`config.mk`:
```
export PLATFORM = sky130hd
export DESIGN_NAME = message_header_parser
export DESIGN_NICKNAME = d
export VERILOG_FILES = /design/src/mhp_pkg.sv /design/src/mhp_parse_core.sv /design/src/mhp_rsp_fifo.sv /design/src/message_header_parser.sv
export SDC_FILE = /design/constraint.sdc
export NUM_CORES = 1
export LEC_CHECK = 0
export BUFFER_PORTS_ARGS = -buffer_cell sky130_fd_sc_hd__clkbuf_2
export CAP_MARGIN = 20
export CORE_ASPECT_RATIO = 1.4
export CORE_MARGIN = 2
export CORE_UTILIZATION = 55
export CTS_CLUSTER_SIZE = 24
export DETAILED_ROUTE_END_ITERATION = 8
export PLACE_DENSITY = 0.75
export SYNTH_ARGS = -nofsm -noshare
export SYNTH_HDL_FRONTEND = slang
export SYNTH_HIERARCHICAL = 1
export SYNTH_SLANG_ARGS = --single-unit
```
`constraint.sdc`:
```
create_clock -name clock -period 9.5 [get_ports clock]
set_clock_uncertainty 0.05 [all_clocks]
set_input_delay 0.95 -clock clock [delete_from_list [all_inputs] [get_ports clock]]
set_output_delay 0.95 -clock clock [all_outputs]
set_load 0.03 [all_outputs]
```
`src/mhp_pkg.sv`:
```
// Package for the message header parser: payload structs, parse phases,
// field kinds, error codes and the per-phase field length table.
// No dependencies; every module of the parser imports it.
`timescale 1ns / 1ps

package mhp_pkg;

   typedef enum logic [4:0] {
      PH_MSGFLAGS = 5'd0,
      PH_SESSION  = 5'd1,
      PH_SECFLAGS = 5'd2,
      PH_COUNTER  = 5'd3,
      PH_SRC      = 5'd4,
      PH_DSTNODE  = 5'd5,
      PH_DSTGROUP = 5'd6,
      PH_EXTLEN   = 5'd7,
      PH_EXTSKIP  = 5'd8,
      PH_XFLAGS   = 5'd9,
      PH_OPCODE   = 5'd10,
      PH_XID      = 5'd11,
      PH_PROTO    = 5'd12,
      PH_VENDOR   = 5'd13,
      PH_ACK      = 5'd14,
      PH_SKIP     = 5'd15
   } phase_type;

   localparam logic [3:0] KIND_MSGFLAGS = 4'd0;
   localparam logic [3:0] KIND_SESSION  = 4'd1;
   localparam logic [3:0] KIND_SECFLAGS = 4'd2;
   localparam logic [3:0] KIND_COUNTER  = 4'd3;
   localparam logic [3:0] KIND_SRC      = 4'd4;
   localparam logic [3:0] KIND_DSTNODE  = 4'd5;
   localparam logic [3:0] KIND_DSTGROUP = 4'd6;
   localparam logic [3:0] KIND_XFLAGS   = 4'd7;
   localparam logic [3:0] KIND_OPCODE   = 4'd8;
   localparam logic [3:0] KIND_XID      = 4'd9;
   localparam logic [3:0] KIND_PROTO    = 4'd10;
   localparam logic [3:0] KIND_VENDOR   = 4'd11;
   localparam logic [3:0] KIND_ACK      = 4'd12;
   localparam logic [3:0] KIND_DONE     = 4'd13;
   localparam logic [3:0] KIND_ERROR    = 4'd14;

   localparam logic [1:0] ERR_NONE    = 2'd0;
   localparam logic [1:0] ERR_SHORT   = 2'd1;
   localparam logic [1:0] ERR_VERSION = 2'd2;

   localparam logic [1:0] DST_NODE  = 2'd1;
   localparam logic [1:0] DST_GROUP = 2'd2;

   localparam logic [7:0] MSG_SRC_BIT    = 8'h04;
   localparam logic [7:0] SEC_EXT_BIT    = 8'h20;
   localparam logic [7:0] XCH_VENDOR_BIT = 8'h10;
   localparam logic [7:0] XCH_ACK_BIT    = 8'h02;

   localparam logic [16:0] POS_MAX = 17'h1FFFF;

   localparam int FIFO_DEPTH = 4;
   localparam int FIFO_PTR_W = $clog2(FIFO_DEPTH);
   localparam int FIFO_CNT_W = $clog2(FIFO_DEPTH + 1);

   typedef struct packed {
      logic [7:0] data_byte;
      logic       last_byte;
   } req_type;

   typedef struct packed {
      logic [3:0]  field_kind;
      logic [63:0] field_value;
      logic [1:0]  error_code;
      logic        last_of_run;
   } rsp_type;

   // Results caused by one byte: at most two, in order.
   typedef struct packed {
      logic [1:0] count;
      rsp_type    first;
      rsp_type    second;
   } parse_out_type;

   function automatic logic [3:0] phase_len(input phase_type ph);
      logic [3:0] len;
      case (ph)
         PH_MSGFLAGS: len = 4'd1;
         PH_SESSION:  len = 4'd2;
         PH_SECFLAGS: len = 4'd1;
         PH_COUNTER:  len = 4'd4;
         PH_SRC:      len = 4'd8;
         PH_DSTNODE:  len = 4'd8;
         PH_DSTGROUP: len = 4'd2;
         PH_EXTLEN:   len = 4'd2;
         PH_XFLAGS:   len = 4'd1;
         PH_OPCODE:   len = 4'd1;
         PH_XID:      len = 4'd2;
         PH_PROTO:    len = 4'd2;
         PH_VENDOR:   len = 4'd2;
         PH_ACK:      len = 4'd4;
         default:     len = 4'd1;
      endcase
      return len;
   endfunction

endpackage

```
`src/mhp_parse_core.sv`:
```
// Parser state and the single-pass byte update: field assembly, phase
// sequencing and the up to two results a byte produces.
// Depends on mhp_pkg.
`timescale 1ns / 1ps

module mhp_parse_core (
   input  logic                   clock,
   input  logic                   reset,
   input  logic                   fire,
   input  mhp_pkg::req_type       item,
   output mhp_pkg::parse_out_type pout
);
   import mhp_pkg::*;

   phase_type   phase_ff, phase_in;
   logic [3:0]  bif_ff, bif_in;
   logic [63:0] shift_ff, shift_in;
   logic [7:0]  mflags_ff, mflags_in;
   logic [7:0]  sflags_ff, sflags_in;
   logic [7:0]  xflags_ff, xflags_in;
   logic [15:0] ext_ff, ext_in;
   logic [16:0] pos_ff, pos_in;

   logic [63:0] shift_acc;
   logic [3:0]  bif_acc;
   logic [15:0] ext_dec;
   logic        field_step;
   phase_type   after_dst, after_src;
   rsp_type     e1, e2, e3, done_rsp;
   logic        v1, v2, v3;

   always_comb begin
      after_dst = ((sflags_ff & SEC_EXT_BIT) != 8'h00) ? PH_EXTLEN : PH_XFLAGS;
      case (mflags_ff[1:0])
         DST_NODE:  after_src = PH_DSTNODE;
         DST_GROUP: after_src = PH_DSTGROUP;
         default:   after_src = after_dst;
      endcase
   end

   always_comb begin
      pos_in    = (pos_ff != POS_MAX) ? pos_ff + 17'd1 : pos_ff;
      phase_in  = phase_ff;
      bif_in    = bif_ff;
      shift_in  = shift_ff;
      mflags_in = mflags_ff;
      sflags_in = sflags_ff;
      xflags_in = xflags_ff;
      ext_in    = ext_ff;
      e1 = '0;
      e2 = '0;
      e3 = '0;
      v1 = 1'b0;
      v2 = 1'b0;
      v3 = 1'b0;
      done_rsp = '0;
      done_rsp.field_kind  = KIND_DONE;
      done_rsp.field_value = {47'd0, pos_in};

      shift_acc = shift_ff;
      shift_acc[{bif_ff[2:0], 3'b000} +: 8] =
         shift_ff[{bif_ff[2:0], 3'b000} +: 8] | item.data_byte;
      bif_acc = {1'b0, bif_ff[2:0]} + 4'd1;
      ext_dec = (ext_ff != 16'd0) ? ext_ff - 16'd1 : ext_ff;
      field_step = (phase_ff <= PH_ACK) && (phase_ff != PH_EXTSKIP);

      if (phase_ff == PH_EXTSKIP) begin
         ext_in = ext_dec;
         if (ext_dec == 16'd0) begin
            phase_in = PH_XFLAGS;
         end
      end else if (field_step) begin
         shift_in = shift_acc;
         bif_in   = bif_acc;
         if (bif_acc >= phase_len(phase_ff)) begin
            shift_in = '0;
            bif_in   = '0;
            e1.field_value = shift_acc;
            e1.error_code  = ERR_NONE;
            v1 = 1'b1;
            case (phase_ff)
               PH_MSGFLAGS: begin
                  mflags_in     = shift_acc[7:0];
                  e1.field_kind = KIND_MSGFLAGS;
                  phase_in      = PH_SESSION;
               end
               PH_SESSION: begin
                  e1.field_kind = KIND_SESSION;
                  phase_in      = PH_SECFLAGS;
               end
               PH_SECFLAGS: begin
                  sflags_in     = shift_acc[7:0];
                  e1.field_kind = KIND_SECFLAGS;
                  phase_in      = PH_COUNTER;
               end
               PH_COUNTER: begin
                  e1.field_kind = KIND_COUNTER;
                  if (mflags_ff[7:4] != 4'd0) begin
                     e2.field_kind = KIND_ERROR;
                     e2.error_code = ERR_VERSION;
                     v2       = 1'b1;
                     phase_in = PH_SKIP;
                  end else if ((mflags_ff & MSG_SRC_BIT) != 8'h00) begin
                     phase_in = PH_SRC;
                  end else begin
                     phase_in = after_src;
                  end
               end
               PH_SRC: begin
                  e1.field_kind = KIND_SRC;
                  phase_in      = after_src;
               end
               PH_DSTNODE: begin
                  e1.field_kind = KIND_DSTNODE;
                  phase_in      = after_dst;
               end
               PH_DSTGROUP: begin
                  e1.field_kind = KIND_DSTGROUP;
                  phase_in      = after_dst;
               end
               PH_EXTLEN: begin
                  // The extension length itself produces no result.
                  v1       = 1'b0;
                  ext_in   = shift_acc[15:0];
                  phase_in = (shift_acc[15:0] != 16'd0) ? PH_EXTSKIP : PH_XFLAGS;
               end
               PH_XFLAGS: begin
                  xflags_in     = shift_acc[7:0];
                  e1.field_kind = KIND_XFLAGS;
                  phase_in      = PH_OPCODE;
               end
               PH_OPCODE: begin
                  e1.field_kind = KIND_OPCODE;
                  phase_in      = PH_XID;
               end
               PH_XID: begin
                  e1.field_kind = KIND_XID;
                  phase_in      = PH_PROTO;
               end
               PH_PROTO: begin
                  e1.field_kind = KIND_PROTO;
                  if ((xflags_ff & XCH_VENDOR_BIT) != 8'h00) begin
                     phase_in = PH_VENDOR;
                  end else if ((xflags_ff & XCH_ACK_BIT) != 8'h00) begin
                     phase_in = PH_ACK;
                  end else begin
                     e2       = done_rsp;
                     v2       = 1'b1;
                     phase_in = PH_SKIP;
                  end
               end
               PH_VENDOR: begin
                  e1.field_kind = KIND_VENDOR;
                  if ((xflags_ff & XCH_ACK_BIT) != 8'h00) begin
                     phase_in = PH_ACK;
                  end else begin
                     e2       = done_rsp;
                     v2       = 1'b1;
                     phase_in = PH_SKIP;
                  end
               end
               PH_ACK: begin
                  e1.field_kind = KIND_ACK;
                  e2       = done_rsp;
                  v2       = 1'b1;
                  phase_in = PH_SKIP;
               end
               default: begin
                  v1       = 1'b0;
                  phase_in = PH_SKIP;
               end
            endcase
         end
      end else begin
         phase_in = PH_SKIP;
      end

      // Any final byte rearms the parser; an unfinished header is an error.
      if (item.last_byte) begin
         v3 = (phase_in != PH_SKIP);
         e3.field_kind = KIND_ERROR;
         e3.error_code = ERR_SHORT;
         phase_in  = PH_MSGFLAGS;
         bif_in    = '0;
         shift_in  = '0;
         mflags_in = '0;
         sflags_in = '0;
         xflags_in = '0;
         ext_in    = '0;
         pos_in    = '0;
      end
   end

   // A second result from a completed field always moves the phase to skip,
   // so the truncation error never needs a third slot.
   always_comb begin
      pout.count  = {1'b0, v1} + {1'b0, v2} + {1'b0, v3};
      pout.first  = v1 ? e1 : e3;
      pout.second = v2 ? e2 : e3;
      pout.first.last_of_run  = (pout.count == 2'd1);
      pout.second.last_of_run = 1'b1;
   end

   always_ff @(posedge clock) begin
      if (reset) begin
         phase_ff  <= PH_MSGFLAGS;
         bif_ff    <= '0;
         shift_ff  <= '0;
         mflags_ff <= '0;
         sflags_ff <= '0;
         xflags_ff <= '0;
         ext_ff    <= '0;
         pos_ff    <= '0;
      end else if (fire) begin
         phase_ff  <= phase_in;
         bif_ff    <= bif_in;
         shift_ff  <= shift_in;
         mflags_ff <= mflags_in;
         sflags_ff <= sflags_in;
         xflags_ff <= xflags_in;
         ext_ff    <= ext_in;
         pos_ff    <= pos_in;
      end
   end

endmodule

```
`src/mhp_rsp_fifo.sv`:
```
// Result queue: takes up to two results per cycle from the parser and
// hands them out one per cycle on the result channel while rsp_stall is low.
// Depends on mhp_pkg.
`timescale 1ns / 1ps

module mhp_rsp_fifo (
   input  logic             clock,
   input  logic             reset,
   input  logic [1:0]       push_n,
   input  mhp_pkg::rsp_type push_a,
   input  mhp_pkg::rsp_type push_b,
   output logic             room,
   output logic             rsp_valid,
   input  logic             rsp_stall,
   output mhp_pkg::rsp_type rsp_payload
);
   import mhp_pkg::*;

   rsp_type                 entry_ff [FIFO_DEPTH];
   logic [FIFO_PTR_W-1:0]   wptr_ff, wptr_in;
   logic [FIFO_PTR_W-1:0]   rptr_ff, rptr_in;
   logic [FIFO_CNT_W-1:0]   count_ff, count_in;
   logic                    pop;

   assign rsp_valid   = (count_ff != '0);
   assign rsp_payload = entry_ff[rptr_ff];
   assign pop         = rsp_valid && !rsp_stall;
   // Room for the worst case of two results from one byte.
   assign room        = (count_ff <= FIFO_CNT_W'(FIFO_DEPTH - 2));

   always_comb begin
      wptr_in  = wptr_ff + FIFO_PTR_W'(push_n);
      rptr_in  = rptr_ff + FIFO_PTR_W'(pop);
      count_in = count_ff + FIFO_CNT_W'(push_n) - FIFO_CNT_W'(pop);
   end

   always_ff @(posedge clock) begin
      if (push_n != 2'd0) begin
         entry_ff[wptr_ff] <= push_a;
      end
      if (push_n == 2'd2) begin
         entry_ff[wptr_ff + FIFO_PTR_W'(1)] <= push_b;
      end
   end

   always_ff @(posedge clock) begin
      if (reset) begin
         wptr_ff  <= '0;
         rptr_ff  <= '0;
         count_ff <= '0;
      end else begin
         wptr_ff  <= wptr_in;
         rptr_ff  <= rptr_in;
         count_ff <= count_in;
      end
   end

endmodule

```
`src/message_header_parser.sv`:
```
// Top level of the message header parser: input register, parse core and
// result queue. Depends on mhp_pkg, mhp_parse_core and mhp_rsp_fifo.
//
//   channel  | direction | handshake             | payload
//   ---------+-----------+-----------------------+------------------------
//   req_     | in        | req_valid / req_stall | req_payload (req_type)
//   rsp_     | out       | rsp_valid / rsp_stall | rsp_payload (rsp_type)
//
// One packet byte is taken per cycle while req_stall is low. A byte is
// registered, parsed from the input register and its results enter a
// four-entry queue, which drives rsp_valid. A byte that completes two
// results hands them out as two separate transactions. Reset returns the
// parser to the start of a packet and empties the queue. When the queue
// cannot take two more results, the registered byte waits and req_stall is
// raised.
`timescale 1ns / 1ps

module message_header_parser (
   input  logic             clock,
   input  logic             reset,
   input  logic             req_valid,
   output logic             req_stall,
   input  mhp_pkg::req_type req_payload,
   output logic             rsp_valid,
   input  logic             rsp_stall,
   output mhp_pkg::rsp_type rsp_payload
);
   import mhp_pkg::*;

   req_type       in_ff;
   logic          in_valid_ff, in_valid_in;
   logic          room;
   logic          proc_fire;
   logic          req_fire;
   logic [1:0]    push_n;
   parse_out_type pout;

   assign proc_fire   = in_valid_ff && room;
   assign req_stall   = in_valid_ff && !room;
   assign req_fire    = req_valid && !req_stall;
   assign in_valid_in = req_fire || (in_valid_ff && !proc_fire);
   assign push_n      = proc_fire ? pout.count : 2'd0;

   always_ff @(posedge clock) begin
      if (reset) begin
         in_valid_ff <= 1'b0;
      end else begin
         in_valid_ff <= in_valid_in;
      end
   end

   always_ff @(posedge clock) begin
      if (req_fire) begin
         in_ff <= req_payload;
      end
   end

   mhp_parse_core u_core (
      .clock (clock),
      .reset (reset),
      .fire  (proc_fire),
      .item  (in_ff),
      .pout  (pout)
   );

   mhp_rsp_fifo u_fifo (
      .clock       (clock),
      .reset       (reset),
      .push_n      (push_n),
      .push_a      (pout.first),
      .push_b      (pout.second),
      .room        (room),
      .rsp_valid   (rsp_valid),
      .rsp_stall   (rsp_stall),
      .rsp_payload (rsp_payload)
   );

endmodule
```
==> impl_metrics.py <==
metrics = {
    "outcome": {
        "status": "finished clean",
    },
    "power": {
        "intPower_mw": 3.563,
        "p_per_area_nw_per_um2": 203.5,
        "p_sw_mw": 1.612,
        "clkPwrFrac_pct": 32.2,
        "combPwrFrac_pct": 25.1,
        "swShare_pct": 31.14,
        "leakage_nw": 9.107,
        "ir_drop_mv": 0.1291,
        "power_frac_seq_pct": 42.7,
    },
    "clock_tree": {
        "htreeDepth": 2,
        "clock-sinks": 420,
        "ctsHoldBuffers": 0,
        "cts_root_buffer": "clkbuf_16",
        "cts_made_buffers": 41,
        "post_cts_buffers": 0,
        "clk_path_buf_depth": 3,
        "cts.repair.resized": 0,
        "path_clk_slew_ns": 0.07,
        "cts_tree": "built",
        "worstSkewPairLatency_ns": 0.55,
    },
    "setup_path": {
        "cp-endpoint": "u_fifo/entry_ff[0][57]$_DFFE_PP_",
        "path_buf_inv": 4,
        "cpPeakStageDelay_ns": 0.69,
        "crit_family": "simple AND/OR/NAND/NOR gates",
        "crit_path_start_kind": "flip-flop",
        "reg2reg_slack_ns": 2.83,
        "crit_type": "reg -> reg",
        "worst-path-max-fanout": 59,
        "rr_endpoint": "u_fifo/entry_ff[0][57]$_DFFE_PP_",
        "path_cells": "buf_4 > inv_1 > ha_1 > ha_1 > nor3b_4 > and2_0 > mux2_2 > nor2_1 > and4_1 > a31oi_1 > o31ai_1 > fa_1 > inv_1 > and3_1 > nor2b_1 > nand3_4 > o31ai_4 > buf_12",
        "path_depth": 18,
        "critPathSlowestCell": "nand3_4",
        "cp-startpoint": "u_core/bif_ff[1]$_SDFFE_PP0P_",
        "r2r_cells": 18,
        "cp.required_ns": 9.65,
        "worstSetupEndpointType": "flip-flop",
        "r2r-start": "u_core/bif_ff[1]$_SDFFE_PP0P_",
        "cp.arrival_ns": 6.81,
    },
    "finish": {
        "register_area_sq_um": 11350,
        "antenna_cells": 0,
        "syn2layout_area_growth_pct": 8.316,
        "multi_input_comb_area_sq_um": 11210,
        "fin_nets": 2026,
        "fillers": 3380,
        "drive_above_1_share_pct": 28.56,
    },
    "floorplan": {
        "core_region_area_sq_um": 42090,
        "core.rowCount": 89,
        "ioPinCount": 86,
        "dieWidth_um": 178.6,
        "die_area_sq_um": 44370,
        "initial_utilization_pct": 55.76,
        "die_h_um": 248.4,
    },
    "timing": {
        "fmax_ghz": 0.1500,
        "finalCriticalPeriod_ns": 6.666,
        "fin_crit_sh_pct": 70.17,
        "whs_ns": 0.4537,
        "maxSlewViolCount": 0,
        "tightest_slew_ns": 1.069,
        "setup_violations": 0,
        "layout_setup_ws_ns": 2.834,
        "hold_viol": 0,
        "relSlewSlack_pct": 28.73,
        "setup_tns_ns": 0,
        "rsz0062_at_grt": "no",
    },
    "synth": {
        "ys.flop_type": "edfxtp_1",
        "synthXorXnorAreaFrac_pct": 0.9329,
        "synth-simple-area-share_pct": 11.42,
        "async_reset_ff_share_pct": 0,
        "syn_inst": 1965,
        "synth_cell_types": 92,
        "syn_avg_cell_area_sq_um": 11.94,
        "ys_seq_area_share_pct": 48.32,
        "synth-compound-area-share_pct": 9.579,
        "muxShareOfSynthArea_pct": 23.69,
        "synth_top_family_by_area": "multiplexers",
        "synth-adder-area-share_pct": 1.077,
        "synth_edf_count": 293,
        "syn_area_sq_um": 23470,
        "yosys_warnings": 6,
        "ys_ff_latch": 420,
    },
    "global_routing": {
        "grt_pass1_wl_um": 96280,
        "grt_pass1_vias": 16190,
        "grt_use_total_pct": 28.24,
        "grt_max_degree": 72,
        "antenna_found_initial": 0,
        "grt-ovfl-total": 0,
    },
    "routing": {
        "num_vias": 16340,
        "antenna_left": 0,
        "first_pass_iters": 5,
        "drc_errors": 0,
        "wire_per_inst_um": 24.34,
        "wl_um": 62630,
        "drt_iter0_markers": 1477,
        "viasPerCell": 6.351,
    },
    "place": {
        "io_buffers": 85,
        "gp_congestion": 0.9591,
        "dp_hpwl_um": 42320,
        "pre_cts_ws_ns": 2.896,
    },
    "hold_path": {
        "hold_start": "u_core/mflags_ff[4]$_SDFFE_PP0P_",
        "hp-class": "reg -> reg",
    },
    "job": {
        "drv_cap": 0,
    },
}
==> flip-flops by register name (all words and copies together), names as in the netlist, named ones only <==
signal	flops
u_core/pos_ff	17
u_core/sflags_ff	1
u_fifo/count_ff	3
u_fifo/entry_ff	284
in_ff	9
u_fifo/wptr_ff	2
u_core/phase_ff	5
u_core/bif_ff	3
u_core/ext_ff	16
u_core/xflags_ff	2
u_core/shift_ff	64
u_core/mflags_ff	7
in_valid_ff	1
u_fifo/rptr_ff	2
==> worst min-delay path by stage <==
stage | end | slack, ns | depth (start not counted)
floorplan | u_core/shift_ff[1]$_SDFFE_PP0P_ | 0.39 | 2
global placement | u_core/mflags_ff[7]$_SDFFE_PP0P_ | 0.44 | 2
detailed placement | u_core/shift_ff[5]$_SDFFE_PP0P_ | 0.44 | 2
CTS | u_core/shift_ff[6]$_SDFFE_PP0P_ | 0.45 | 2
global route | u_core/shift_ff[6]$_SDFFE_PP0P_ | 0.48 | 2
finish | u_core/mflags_ff[4]$_SDFFE_PP0P_ | 0.45 | 2
==> cell type report <==
class	instances	area share, %
well taps	546	2.687
repair buffers	116	2.736
clock buffers	57	4.557
inverters	31	0.4577
multi-input cells	1384	44.10
clock inverters	19	0.8219
flip-flops and latches	420	44.64
==> routing by layer <==
| metal | global-route usage [%] | wire length (um) | vias up |
|---|---|---|---|
| li1 | - | - | 7388 |
| met1 | 35.03 | 23840 | 8130 |
| met2 | 48.53 | 32090 | 676 |
| met3 | 3.364 | 3429 | 148 |
| met4 | 13.73 | 3271 | 0 |
| met5 | 0 | 0 | - |
==> placed cells by master (no fill, tap or decap), types with 7 or more instances in the layout <==
master,netlist,routed
clkbuf_16,0,43
edfxtp_1,293,293
a21o_1,12,11
conb_1,2,49
a31oi_1,9,9
nand2b_1,14,14
mux4_2,78,78
nand2_1,138,138
or3_1,11,11
ha_1,17,17
and2_1,17,17
clkinv_1,4,7
a21oi_1,89,89
xnor2_1,14,14
dfxtp_1,127,124
o21ai_1,6,7
clkinv_2,0,7
buf_4,68,28
nor4_1,17,17
and3_1,14,14
nor3_1,38,37
nor2_1,220,219
a22oi_1,76,76
xor2_1,11,11
and4_1,7,7
mux2i_1,32,32
mux2_2,216,216
inv_1,26,26
clkbuf_1,55,11
nor2b_1,17,16
o21ai_0,53,52
nand4_1,9,9
mux2_4,70,70
clkbuf_2,0,84
nand3_1,29,27
==> worst register-to-register path: cells and delay by family (launching register included) <==
| kind | cells | cell delay (ns) |
|---|---|---|
| AND/OR/NAND/NOR | 7 | 2.37 |
| AO/OA/AOI/OAI | 3 | 1.06 |
| multiplexers | 1 | 0.28 |
| flip-flops | 1 | 0.30 |
| adder cells (fa/ha/maj) | 3 | 1.38 |
| buffers and inverters | 4 | 0.80 |
==> power by group through the flow <==
stage	combinational, mW	clock (mW)	sequential, mW
after floorplan	1.00	0	2.19
after global placement	1.28	0	2.24
after detailed placement	1.29	0	2.25
after CTS	1.30	1.70	2.21
after global routing	1.37	1.76	2.22
final	1.30	1.67	2.21
==> cells in the mapped netlist, types with 35 or more instances <==
library cell / number / share of area (%)
mux2_4: 70 / 4.5
nor3_1: 38 / 0.81
buf_4: 68 / 2.2
a22oi_1: 76 / 2.4
nand2_1: 138 / 2.2
nor2_1: 220 / 3.5
mux2_2: 216 / 10
a21oi_1: 89 / 1.9
o21ai_0: 53 / 1.1
buf_2: 35 / 0.75
dfxtp_1: 127 / 11
edfxtp_1: 293 / 37
mux4_2: 78 / 7.5
clkbuf_1: 55 / 0.88
==> stage by stage <==
stage | instance area, sq um | util, % | cells | total power [mW]
final | 25420 | 60.40 | 2573 | 5.174
after detailed placement | 24050 | 57.14 | 2496 | 3.545
after global routing | 25420 | 60.40 | 2573 | 5.354
after floorplan | 23650 | - | 2012 | 3.198
after global placement | 24040 | 57.12 | 2495 | 3.528
after CTS | 25420 | 60.39 | 2572 | 5.209
==> logic make-up after synthesis <==
group                      after synthesis
and+or+nand+nor                        564
xor gates and xnor gates                25
buffers and inverters                  208
muxes                                  396
other                                    2
DFF                                    420
adders and majority gates               19
AOI/OAI and AO/OA                      331
Note: power is estimated with default switching activity, not from simulation.
